[src/design/fst_pkg.sv]
// Shared types and constants for the first unique symbol tracker.
`default_nettype none

package fst_pkg;

  // Fixed widths of the channel payload symbols
  localparam int unsigned SYM_W = 8;

  // Saturating occurrence count codes
  localparam logic [1:0] CNT_NONE = 2'd0;
  localparam logic [1:0] CNT_ONE  = 2'd1;
  localparam logic [1:0] CNT_MANY = 2'd2;

  // One queued input item between front and back
  typedef struct packed {
    logic [SYM_W-1:0] symbol;
    logic             restart;
  } fst_item_t;

  // Back-end sequencer states (one-hot)
  typedef enum logic [3:0] {
    ST_IDLE = 4'b0001,
    ST_UPD  = 4'b0010,
    ST_RDC  = 4'b0100,
    ST_CHK  = 4'b1000
  } fst_state_e;

endpackage

`default_nettype wire

[src/design/fst_if.sv]
// Valid/ready channel interfaces for symbol input and result output.
`default_nettype none

interface fst_sym_if;
  logic       valid;
  logic       ready;
  logic [7:0] symbol_in;
  logic       restart;

  modport source (output valid, output symbol_in, output restart, input ready);
  modport sink   (input valid, input symbol_in, input restart, output ready);
endinterface

interface fst_res_if;
  logic       valid;
  logic       ready;
  logic       found;
  logic [7:0] symbol_out;

  modport source (output valid, output found, output symbol_out, input ready);
  modport sink   (input valid, input found, input symbol_out, output ready);
endinterface

`default_nettype wire

[src/design/fst_front.sv]
// Front end: accepts input items into a two-entry queue for the back end.
`default_nettype none

module fst_front (
  input  wire              clk_i,
  input  wire              rst_ni,
  fst_sym_if.sink          sym_in_i,
  output logic             fq_valid_o,
  output fst_pkg::fst_item_t fq_item_o,
  input  wire              fq_ready_i
);

  fst_pkg::fst_item_t slot_q [2];
  logic       wr_ptr_q, wr_ptr_d;
  logic       rd_ptr_q, rd_ptr_d;
  logic [1:0] cnt_q, cnt_d;
  logic       push, pop;

  // Handshake on both sides
  assign sym_in_i.ready = (cnt_q != 2'd2);
  assign push           = sym_in_i.valid && sym_in_i.ready;
  assign fq_valid_o     = (cnt_q != 2'd0);
  assign pop            = fq_valid_o && fq_ready_i;
  assign fq_item_o      = slot_q[rd_ptr_q];

  // Pointer and fill bookkeeping
  always_comb begin
    wr_ptr_d = wr_ptr_q ^ push;
    rd_ptr_d = rd_ptr_q ^ pop;
    cnt_d    = cnt_q;
    if (push && !pop) begin
      cnt_d = cnt_q + 2'd1;
    end else if (pop && !push) begin
      cnt_d = cnt_q - 2'd1;
    end
  end

  always_ff @(posedge clk_i or negedge rst_ni) begin
    if (!rst_ni) begin
      wr_ptr_q <= 1'b0;
      rd_ptr_q <= 1'b0;
      cnt_q    <= 2'd0;
    end else begin
      wr_ptr_q <= wr_ptr_d;
      rd_ptr_q <= rd_ptr_d;
      cnt_q    <= cnt_d;
    end
  end

  // Payload slots, no reset
  always_ff @(posedge clk_i) begin
    if (push) begin
      slot_q[wr_ptr_q] <= '{symbol: sym_in_i.symbol_in, restart: sym_in_i.restart};
    end
  end

endmodule

`default_nettype wire

[src/design/fst_back.sv]
// Back end: occurrence counts, first-seen order queue and result register.
`default_nettype none

module fst_back #(
  parameter int unsigned SYMBOL_BITS = 8
) (
  input  wire                     clk_i,
  input  wire                     rst_ni,
  input  wire                     fq_valid_i,
  input  wire fst_pkg::fst_item_t fq_item_i,
  output logic                    fq_ready_o,
  fst_res_if.source               res_o
);

  localparam int unsigned SB    = SYMBOL_BITS;
  localparam int unsigned ALPHA = 1 << SB;
  localparam int unsigned OW    = fst_pkg::SYM_W;

  // Memories
  logic [1:0]    cnt_mem [ALPHA];
  logic [SB-1:0] ord_mem [ALPHA];

  fst_pkg::fst_state_e state_q, state_d;
  logic [SB-1:0]  sym_q, sym_d;
  logic [SB-1:0]  head_q, head_d;
  logic [SB:0]    fill_q, fill_d;
  logic [SB-1:0]  head_sym_q, head_sym_d;
  logic [ALPHA-1:0] seen_q, seen_d;
  logic           out_valid_q, out_valid_d;
  logic           out_found_q, out_found_d;
  logic [OW-1:0]  out_sym_q, out_sym_d;

  logic [1:0]     cnt_rd_q;
  logic [SB-1:0]  q_rd_q;
  logic [SB-1:0]  cnt_raddr;
  logic           cnt_we;
  logic [1:0]     cnt_wdata;
  logic           ord_we;
  logic [SB-1:0]  ord_waddr;
  logic [SB-1:0]  in_sym;
  logic [1:0]     cur_cnt;
  logic           take;
  logic           emit, emit_found;
  logic [SB-1:0]  emit_sym;
  logic [OW-1:0]  emit_sym_w;

  // Symbol width adaptation between the fixed port width and the alphabet
  if (SB == OW) begin : g_same
    assign in_sym     = fq_item_i.symbol;
    assign emit_sym_w = emit_sym;
  end else if (SB > OW) begin : g_wide
    assign in_sym     = {{(SB-OW){1'b0}}, fq_item_i.symbol};
    assign emit_sym_w = emit_sym[OW-1:0];
  end else begin : g_narrow
    assign in_sym     = fq_item_i.symbol[SB-1:0];
    assign emit_sym_w = {{(OW-SB){1'b0}}, emit_sym};
  end

  // Take a new item only when idle and the result slot will be free
  assign fq_ready_o = (state_q == fst_pkg::ST_IDLE) && (!out_valid_q || res_o.ready);
  assign take       = fq_valid_i && fq_ready_o;
  assign cur_cnt    = seen_q[sym_q] ? cnt_rd_q : fst_pkg::CNT_NONE;
  assign ord_waddr  = head_q + fill_q[SB-1:0];

  // Sequencer: count update, then drop stale queue heads
  always_comb begin
    state_d    = state_q;
    sym_d      = sym_q;
    head_d     = head_q;
    fill_d     = fill_q;
    head_sym_d = head_sym_q;
    seen_d     = seen_q;
    cnt_raddr  = q_rd_q;
    cnt_we     = 1'b0;
    cnt_wdata  = fst_pkg::CNT_MANY;
    ord_we     = 1'b0;
    emit       = 1'b0;
    emit_found = 1'b0;
    emit_sym   = '0;
    unique case (state_q)
      fst_pkg::ST_IDLE: begin
        cnt_raddr = in_sym;
        if (take) begin
          state_d = fst_pkg::ST_UPD;
          sym_d   = in_sym;
          if (fq_item_i.restart) begin
            seen_d = '0;
            head_d = '0;
            fill_d = '0;
          end
        end
      end
      fst_pkg::ST_UPD: begin
        cnt_we = 1'b1;
        if (cur_cnt == fst_pkg::CNT_NONE) begin
          // first occurrence: enqueue in first-seen order
          cnt_wdata          = fst_pkg::CNT_ONE;
          seen_d[sym_q]      = 1'b1;
          if (!fill_q[SB]) begin
            ord_we = 1'b1;
            fill_d = fill_q + (SB+1)'(1);
          end
          if (fill_q == '0) begin
            head_sym_d = sym_q;
          end
          emit       = 1'b1;
          emit_found = 1'b1;
          emit_sym   = (fill_q == '0) ? sym_q : head_sym_q;
          state_d    = fst_pkg::ST_IDLE;
        end else if ((fill_q != '0) && (sym_q == head_sym_q)) begin
          // the head repeated: drop it and look at the next entry
          head_d = head_q + SB'(1);
          fill_d = fill_q - (SB+1)'(1);
          if (fill_q == (SB+1)'(1)) begin
            emit    = 1'b1;
            state_d = fst_pkg::ST_IDLE;
          end else begin
            state_d = fst_pkg::ST_RDC;
          end
        end else begin
          emit       = 1'b1;
          emit_found = (fill_q != '0);
          emit_sym   = (fill_q != '0) ? head_sym_q : '0;
          state_d    = fst_pkg::ST_IDLE;
        end
      end
      fst_pkg::ST_RDC: begin
        // queue entry is ready, fetch its count
        cnt_raddr = q_rd_q;
        state_d   = fst_pkg::ST_CHK;
      end
      fst_pkg::ST_CHK: begin
        if (cnt_rd_q == fst_pkg::CNT_ONE) begin
          head_sym_d = q_rd_q;
          emit       = 1'b1;
          emit_found = 1'b1;
          emit_sym   = q_rd_q;
          state_d    = fst_pkg::ST_IDLE;
        end else begin
          head_d = head_q + SB'(1);
          fill_d = fill_q - (SB+1)'(1);
          if (fill_q == (SB+1)'(1)) begin
            emit    = 1'b1;
            state_d = fst_pkg::ST_IDLE;
          end else begin
            state_d = fst_pkg::ST_RDC;
          end
        end
      end
      default: begin
        state_d = fst_pkg::ST_IDLE;
      end
    endcase
  end

  // Result register
  always_comb begin
    out_valid_d = out_valid_q && !res_o.ready;
    out_found_d = out_found_q;
    out_sym_d   = out_sym_q;
    if (emit) begin
      out_valid_d = 1'b1;
      out_found_d = emit_found;
      out_sym_d   = emit_sym_w;
    end
  end

  always_ff @(posedge clk_i or negedge rst_ni) begin
    if (!rst_ni) begin
      state_q     <= fst_pkg::ST_IDLE;
      head_q      <= '0;
      fill_q      <= '0;
      seen_q      <= '0;
      out_valid_q <= 1'b0;
    end else begin
      state_q     <= state_d;
      head_q      <= head_d;
      fill_q      <= fill_d;
      seen_q      <= seen_d;
      out_valid_q <= out_valid_d;
    end
  end

  // Payload registers
  always_ff @(posedge clk_i) begin
    sym_q       <= sym_d;
    head_sym_q  <= head_sym_d;
    out_found_q <= out_found_d;
    out_sym_q   <= out_sym_d;
  end

  // Count memory: one write, one registered read
  always_ff @(posedge clk_i) begin
    if (cnt_we) begin
      cnt_mem[sym_q] <= cnt_wdata;
    end
    cnt_rd_q <= cnt_mem[cnt_raddr];
  end

  // Order queue memory: read follows the next head pointer
  always_ff @(posedge clk_i) begin
    if (ord_we) begin
      ord_mem[ord_waddr] <= sym_q;
    end
    q_rd_q <= ord_mem[head_d];
  end

  assign res_o.valid      = out_valid_q;
  assign res_o.found      = out_found_q;
  assign res_o.symbol_out = out_sym_q;

endmodule

`default_nettype wire

[src/design/first_unique_symbol_tracker.sv]
// Usage: first unique symbol tracker top level.
// Input channel sym_in_i carries one symbol_in byte and a restart flag per
// item; restart empties the counts and the first-seen queue before the
// symbol is counted. Output channel res_o carries one result per item:
// found, and symbol_out as the oldest symbol seen exactly once since the
// last restart (0 when found is 0). Both are valid/ready channels.
// The back end reads the count when it takes an item from the input
// queue, then updates it and loads the result register. Each stale
// queue head that gets dropped, but for a drop that leaves the queue
// empty, adds an order-queue read, then a count read (states RDC, CHK),
// before the next head is checked. The back end takes no new item until
// it is done with the last; each symbol is dropped at most once per restart.
// A two-entry input queue keeps accepting items while a result waits in
// the output register; when the receiver stalls, the result holds and the
// back end stops taking items, and the input queue fills and drops ready.
// Reset empties the queue, clears all counts through per-symbol seen
// flags and drops any pending result; no clearing pass is needed.
`default_nettype none

module first_unique_symbol_tracker #(
  parameter int unsigned SYMBOL_BITS = 8
) (
  input  wire       clk_i,
  input  wire       rst_ni,
  fst_sym_if.sink   sym_in_i,
  fst_res_if.source res_o
);

  logic               fq_valid;
  logic               fq_ready;
  fst_pkg::fst_item_t fq_item;

  fst_front u_front (
    .clk_i      (clk_i),
    .rst_ni     (rst_ni),
    .sym_in_i   (sym_in_i),
    .fq_valid_o (fq_valid),
    .fq_item_o  (fq_item),
    .fq_ready_i (fq_ready)
  );

  fst_back #(
    .SYMBOL_BITS (SYMBOL_BITS)
  ) u_back (
    .clk_i      (clk_i),
    .rst_ni     (rst_ni),
    .fq_valid_i (fq_valid),
    .fq_item_i  (fq_item),
    .fq_ready_o (fq_ready),
    .res_o      (res_o)
  );

`ifndef SYNTH
  // A not-found result always reports symbol zero
  a_notfound_zero: assert property (@(posedge clk_i) disable iff (!rst_ni)
    (res_o.valid && !res_o.found) |-> (res_o.symbol_out == 8'd0))
    else $error("not-found result with nonzero symbol");

  // The back end is not ready in the cycle after it takes an item
  a_back_busy: assert property (@(posedge clk_i) disable iff (!rst_ni)
    (fq_valid && fq_ready) |=> !fq_ready)
    else $error("back end took two items in consecutive cycles");

  // A new result only appears while the back end is working on an item
  a_result_from_work: assert property (@(posedge clk_i) disable iff (!rst_ni)
    $rose(res_o.valid) |-> !$past(fq_ready))
    else $error("result produced while back end was idle");
`endif

endmodule

`default_nettype wire

[src/flat_wrapper.sv]
// flat-port wrapper written by rule: the top's interface ports become plain ports
module first_unique_symbol_tracker_flat 
#(
  parameter int unsigned SYMBOL_BITS = 8
)
  (clk_i, rst_ni, sym_in_i_valid, sym_in_i_symbol_in, sym_in_i_restart, sym_in_i_ready, res_o_valid, res_o_found, res_o_symbol_out, res_o_ready);
  fst_sym_if sym_in_i_i ();
  fst_res_if res_o_i ();
  input  wire clk_i;
  input  wire rst_ni;
  input wire logic [$bits(sym_in_i_i.valid)-1:0] sym_in_i_valid;
  input wire logic [$bits(sym_in_i_i.symbol_in)-1:0] sym_in_i_symbol_in;
  input wire logic [$bits(sym_in_i_i.restart)-1:0] sym_in_i_restart;
  output wire logic [$bits(sym_in_i_i.ready)-1:0] sym_in_i_ready;
  output wire logic [$bits(res_o_i.valid)-1:0] res_o_valid;
  output wire logic [$bits(res_o_i.found)-1:0] res_o_found;
  output wire logic [$bits(res_o_i.symbol_out)-1:0] res_o_symbol_out;
  input wire logic [$bits(res_o_i.ready)-1:0] res_o_ready;
  assign sym_in_i_i.valid = sym_in_i_valid;
  assign sym_in_i_i.symbol_in = sym_in_i_symbol_in;
  assign sym_in_i_i.restart = sym_in_i_restart;
  assign sym_in_i_ready = sym_in_i_i.ready;
  assign res_o_valid = res_o_i.valid;
  assign res_o_found = res_o_i.found;
  assign res_o_symbol_out = res_o_i.symbol_out;
  assign res_o_i.ready = res_o_ready;
  first_unique_symbol_tracker #(.SYMBOL_BITS(SYMBOL_BITS)) u_core (.clk_i(clk_i), .rst_ni(rst_ni), .sym_in_i(sym_in_i_i), .res_o(res_o_i));
endmodule
[config.mk]
export PLATFORM = sky130hd
export DESIGN_NAME = first_unique_symbol_tracker_flat
export DESIGN_NICKNAME = d
export VERILOG_FILES = /design/src/design/fst_pkg.sv /design/src/design/fst_if.sv /design/src/design/fst_front.sv /design/src/design/fst_back.sv /design/src/design/first_unique_symbol_tracker.sv /design/src/flat_wrapper.sv
export SDC_FILE = /design/constraint.sdc
export NUM_CORES = 2
export LEC_CHECK = 0
export BUFFER_PORTS_ARGS = -buffer_cell sky130_fd_sc_hd__buf_2
export CORE_MARGIN = 1.5
export CORE_UTILIZATION = 35
export DETAILED_ROUTE_END_ITERATION = 12
export SLEW_MARGIN = 40
export SYNTH_ARGS = -nofsm -noshare
export SYNTH_HDL_FRONTEND = slang
export SYNTH_SLANG_ARGS = --single-unit
[constraint.sdc]
create_clock -name clk_i -period 32.4 [get_ports clk_i]
set_clock_uncertainty 0.1 [all_clocks]
set_input_delay 4.86 -clock clk_i [delete_from_list [all_inputs] [get_ports clk_i]]
set_output_delay 4.86 -clock clk_i [all_outputs]
set_load 0.01 [all_outputs]
==> metrics.txt <==
# TYPE chip_impl_metric gauge
chip_impl_metric{name="synth.distinct_cells",unit=""} 93
chip_impl_metric{name="critPathMaxFanout",unit=""} 103
chip_impl_metric{name="placedCellCount",unit=""} 12300
chip_impl_metric{name="finalSetupViolCount",unit=""} 0
chip_impl_metric{name="synthesis.nets",unit=""} 8216
chip_impl_metric{name="cts_h_tree_depth",unit=""} 5
chip_impl_metric{name="postCtsSetupRepairBufs",unit=""} 0
chip_impl_metric{name="wl_per_cell",unit="um"} 27.3
chip_impl_info{name="synthTopCellsByCount",value="sky130_fd_sc_hd__edfxtp_1, sky130_fd_sc_hd__nand2_1, sky130_fd_sc_hd__nor2_1, sky130_fd_sc_hd__mux2i_1, sky130_fd_sc_hd__nand3_1"} 1
chip_impl_metric{name="gp_congestion",unit=""} 0.854
chip_impl_metric{name="synthToLayoutAreaGrowth",unit="%"} 12.8
chip_impl_metric{name="timing_worst_slew_pin_value",unit="ns"} 0.998
chip_impl_metric{name="layout_min_cycle_time",unit="ns"} 10.65
chip_impl_info{name="setup_crit_end_kind",value="flop"} 1
chip_impl_info{name="worst_min_path_class",value="flop to flop"} 1
chip_impl_info{name="grt_setup_unrepaired",value="no"} 1
chip_impl_info{name="timing.hold.worst.start",value="u_core.u_back.seen_q[113]"} 1
chip_impl_info{name="synth_area_leader_cell",value="sky130_fd_sc_hd__edfxtp_1"} 1
chip_impl_metric{name="setup_total_negative_slack",unit="ns"} 0
chip_impl_metric{name="synth.yosys.seq_area_share",unit="%"} 71.8
chip_impl_metric{name="numCtsBuffers",unit=""} 297
chip_impl_metric{name="final_net_count",unit=""} 8163
chip_impl_metric{name="synth_cells",unit=""} 8187
chip_impl_info{name="post_synth_main_area_contributors",value="sky130_fd_sc_hd__edfxtp_1, sky130_fd_sc_hd__dfrtp_1, sky130_fd_sc_hd__mux2i_1"} 1
chip_impl_info{name="cts_tree",value="yes"} 1
chip_impl_metric{name="via_count",unit=""} 73400
chip_impl_metric{name="drt_first_iter_violations",unit=""} 9509
chip_impl_metric{name="cts_hold_repair.buffers",unit=""} 0
chip_impl_metric{name="resize_count_post_cts",unit=""} 0
chip_impl_metric{name="yosysWarnings",unit=""} 0
chip_impl_metric{name="die_x",unit="um"} 586
chip_impl_metric{name="postSynth.asyncResetShare",unit="%"} 9.74
chip_impl_metric{name="cap_violations",unit=""} 0
chip_impl_metric{name="vias_per_cell",unit=""} 5.70
chip_impl_metric{name="grt.total_usage",unit="%"} 19.9
chip_impl_metric{name="hold_path_depth",unit=""} 1
chip_impl_info{name="ys_flop_type",value="sky130_fd_sc_hd__edfxtp_1"} 1
chip_impl_metric{name="p_per_area",unit="nW/um2"} 79.8
chip_impl_metric{name="placement.io_buffers",unit=""} 23
chip_impl_metric{name="critical_path.max_stage_delay",unit="ns"} 0.92
chip_impl_metric{name="grt_overflow_total",unit=""} 0
chip_impl_metric{name="grt_first_pass_wirelength",unit="um"} 507000
chip_impl_info{name="crit_chain",value="buf_2 -> nand2b_1 -> o211ai_1 -> nand2_1 -> nand2_1 -> a2111oi_0 -> or4b_1 -> o211ai_4 -> inv_8 -> buf_4 -> nand2_4 -> buf_4 -> a21oi_1 -> o211ai_1 -> a31oi_1 -> nor4_2 -> o2bb2ai_1 -> or4_1"} 1
chip_impl_metric{name="grt_start_max_net_pins",unit=""} 176
chip_impl_metric{name="syn-mean-instance-area",unit="um2"} 14.5
chip_impl_metric{name="placement_rows",unit=""} 213
chip_impl_metric{name="cts.sinks",unit=""} 2895
chip_impl_metric{name="initial_cell_density_of_the_core",unit="%"} 35.3
chip_impl_metric{name="max_freq",unit="MHz"} 93.9
chip_impl_metric{name="cts.clk_slew.worst_paths",unit="ns"} 0.06
chip_impl_metric{name="p_leak",unit="nW"} 46.2
chip_impl_metric{name="clock_tree.buffer_depth",unit=""} 4
chip_impl_metric{name="number_of_synthesized_register_bits",unit=""} 2895
chip_impl_info{name="ctsRootBufferMaster",value="sky130_fd_sc_hd__clkbuf_16"} 1
chip_impl_metric{name="synth_edf_count",unit=""} 2603
chip_impl_metric{name="reg2reg_depth",unit=""} 22
chip_impl_metric{name="die_y",unit="um"} 586
chip_impl_metric{name="crit_required",unit="ns"} 33.04
chip_impl_info{name="crit-reg2reg-capture",value="u_core.u_back.q_rd_q[5]"} 1
chip_impl_metric{name="drc",unit=""} 0
chip_impl_metric{name="ff2ff_setup_slack",unit="ns"} 23.28
chip_impl_info{name="critPathLaunchType",value="primary input"} 1
chip_impl_metric{name="maxSlewHeadroom",unit="%"} 31.7
chip_impl_metric{name="grt_pass1_vias",unit=""} 71700
chip_impl_metric{name="totalPowerFinal",unit="mW"} 10.7
chip_impl_info{name="end_of_the_worst_hold_path",value="u_core.u_back.seen_q[113]"} 1
chip_impl_metric{name="synth_simple_gate_area_share",unit="%"} 10.1
chip_impl_metric{name="power.ir.vdd_worst",unit="uV"} 92.3
chip_impl_info{name="reg2reg_from",value="u_core.u_back.sym_q[0]"} 1
chip_impl_metric{name="post-dp-hpwl",unit="um"} 204000
chip_impl_metric{name="count_of_buffer_and_inverter_cells_on_the_critical_path",unit=""} 4
chip_impl_info{name="cell_with_the_largest_stage_delay_on_the_worst_path",value="sky130_fd_sc_hd__nor4_2"} 1
chip_impl_metric{name="critical_path_arrival",unit="ns"} 11.30
chip_impl_info{name="cp_top_family",value="simple AND/OR/NAND/NOR gates"} 1
chip_impl_info{name="status",value="finished, final reports clean"} 1
chip_impl_metric{name="final_antenna_net_count",unit=""} 0
chip_impl_metric{name="top_level_ports",unit=""} 24
chip_impl_metric{name="synth-xor-area-share",unit="%"} 0.213
chip_impl_metric{name="core_area",unit="um2"} 337000
chip_impl_metric{name="netlist_area",unit="um2"} 119000
chip_impl_info{name="largest_family_of_logic_cells_by_synthesized_area",value="simple AND/OR/NAND/NOR gates"} 1
chip_impl_metric{name="layout.cells.non_filler",unit=""} 12900
chip_impl_metric{name="grt_antenna_before_repair",unit=""} 11
chip_impl_metric{name="dieArea",unit="um2"} 343000
chip_impl_metric{name="core_occupancy_in_the_finished_layout",unit="%"} 39.8
chip_impl_info{name="critical_path.startpoint",value="res_o_ready"} 1
chip_impl_metric{name="synth_mux_area_share",unit="%"} 8.26
chip_impl_metric{name="synth_adder_area_share",unit="%"} 0.175
chip_impl_info{name="yosysMostFrequentCell",value="sky130_fd_sc_hd__edfxtp_1"} 1
chip_impl_metric{name="drive_above_1_share",unit="%"} 14.1
chip_impl_metric{name="detail_route.first_pass.iterations",unit=""} 8
chip_impl_metric{name="layout_worst_path_cycle_share",unit="%"} 32.9
chip_impl_metric{name="synth.top_cell.area_share",unit="%"} 65.7
chip_impl_info{name="crit_type",value="primary input to flop"} 1
chip_impl_metric{name="synth_compound_gate_area_share",unit="%"} 6.90
chip_impl_metric{name="report.final.hold_viol_count",unit=""} 0
chip_impl_metric{name="wirelength",unit="um"} 351000
chip_impl_metric{name="slew_violations",unit=""} 0
chip_impl_metric{name="clkLatencyLatePin",unit="ns"} 0.87
-- kinds of logic after synthesis --
logic type	Yosys count
AOI/OAI and AO/OA	1094
and+or+nand+nor	2796
muxes	751
DFF	2895
xor gates and xnor gates	29
buffers and inverters	606
adders and majority gates	16
-- worst max-delay path by stage --
stage	endpoint	slack, ns	depth (start not counted)
global route	u_core.u_back.q_rd_q[4]	21.48	20
floorplan	u_core.u_back.ord_mem[159][0]	20.66	15
finish	u_core.u_back.q_rd_q[3]	21.75	18
global placement	u_core.u_back.q_rd_q[0]	20.76	18
detailed placement	u_core.u_back.q_rd_q[4]	21.09	20
CTS	u_core.u_back.q_rd_q[4]	21.96	20
-- registers in the layout (all words and copies together), names as in the netlist --
name / flops
u_core.u_back.head_q: 8
u_core.u_front.slot_q: 18
u_core.u_back.cnt_rd_q: 2
u_core.u_back.head_sym_q: 8
u_core.u_back.cnt_mem: 512
u_core.u_front.wr_ptr_q: 1
u_core.u_back.res_o.valid: 1
u_core.u_back.res_o.found: 1
u_core.u_back.state_q: 4
u_core.u_back.ord_mem: 2048
u_core.u_front.rd_ptr_q: 1
u_core.u_back.seen_q: 256
u_core.u_back.q_rd_q: 8
u_core.u_back.res_o.symbol_out: 8
u_core.u_back.sym_q: 8
u_core.u_front.cnt_q: 2
u_core.u_back.fill_q: 9
-- worst register-to-register path, stage by stage, from the launching register on --
cell and delay [ns]:
sky130_fd_sc_hd__edfxtp_1 0.32, sky130_fd_sc_hd__buf_4 0.44, sky130_fd_sc_hd__buf_4 0.68, sky130_fd_sc_hd__mux4_1 0.40
sky130_fd_sc_hd__mux2_2 0.18, sky130_fd_sc_hd__o22ai_1 0.08, sky130_fd_sc_hd__nor4_1 0.62, sky130_fd_sc_hd__a2111oi_4 0.14
sky130_fd_sc_hd__buf_6 0.20, sky130_fd_sc_hd__or4_1 0.65, sky130_fd_sc_hd__a311oi_4 0.56, sky130_fd_sc_hd__buf_12 0.46
sky130_fd_sc_hd__buf_12 0.49, sky130_fd_sc_hd__buf_16 0.36, sky130_fd_sc_hd__buf_4 0.71, sky130_fd_sc_hd__buf_4 0.73
sky130_fd_sc_hd__mux2i_1 0.24, sky130_fd_sc_hd__o221ai_1 0.25, sky130_fd_sc_hd__a21oi_1 0.12, sky130_fd_sc_hd__or4_1 0.66
sky130_fd_sc_hd__o211ai_2 0.17, sky130_fd_sc_hd__a221oi_2 0.14, sky130_fd_sc_hd__nor4_1 0.32
-- routing by layer --
metal | part of all wire (%) | track usage (%) | up-vias
li1 | - | - | 31100
met1 | 40 | 27.2 | 37800
met2 | 47 | 32.1 | 3727
met3 | 9.2 | 3.57 | 680
met4 | 3.6 | 6.81 | 4
met5 | 0.0097 | 0 | -
-- power breakdown --
part	total (mW)	internal (mW)	switching, mW
combinational	2.70	0.786	1.91
clock	3.38	1.94	1.44
sequential	4.63	4.58	0.0560
-- stage by stage --
step                instance area [um2]  setup slack [ns]  hold slack [ns]
finish                           134000             21.75            0.398
detailed placement               124000             21.09            0.381
CTS                              134000             21.96            0.403
global placement                 124000             20.76            0.377
floorplan                        119000             20.66            0.361
global route                     134000             21.48            0.410
-- placed cells by master, fill, tap and decap left out, types with 97 or more instances in the layout --
cell type | netlist | routed
sky130_fd_sc_hd__nor2_2 | 1 | 218
sky130_fd_sc_hd__edfxtp_1 | 2603 | 2603
sky130_fd_sc_hd__dfrtp_1 | 281 | 281
sky130_fd_sc_hd__clkbuf_16 | 0 | 302
sky130_fd_sc_hd__mux2i_1 | 536 | 529
sky130_fd_sc_hd__nor2_1 | 618 | 396
sky130_fd_sc_hd__and3_1 | 113 | 113
sky130_fd_sc_hd__nand3_1 | 416 | 411
sky130_fd_sc_hd__buf_4 | 50 | 155
sky130_fd_sc_hd__nand2_1 | 1374 | 1349
sky130_fd_sc_hd__o221ai_1 | 97 | 97
sky130_fd_sc_hd__a21oi_1 | 193 | 193
sky130_fd_sc_hd__a22o_1 | 270 | 270
sky130_fd_sc_hd__mux4_2 | 177 | 177
-- layout make-up --
| class | count | area (um2) |
|---|---|---|
| multi-input cells | 4686 | 31500 |
| well taps | 4515 | 5650 |
| fillers | 30800 | 203000 |
| diodes | 1 | 2.50 |
| clock buffers | 369 | 7890 |
| repair buffers | 230 | 2120 |
| inverters | 24 | 130 |
| clock inverters | 160 | 1540 |
| flip-flops and latches | 2895 | 85400 |
(Power assumes the default switching activity.)
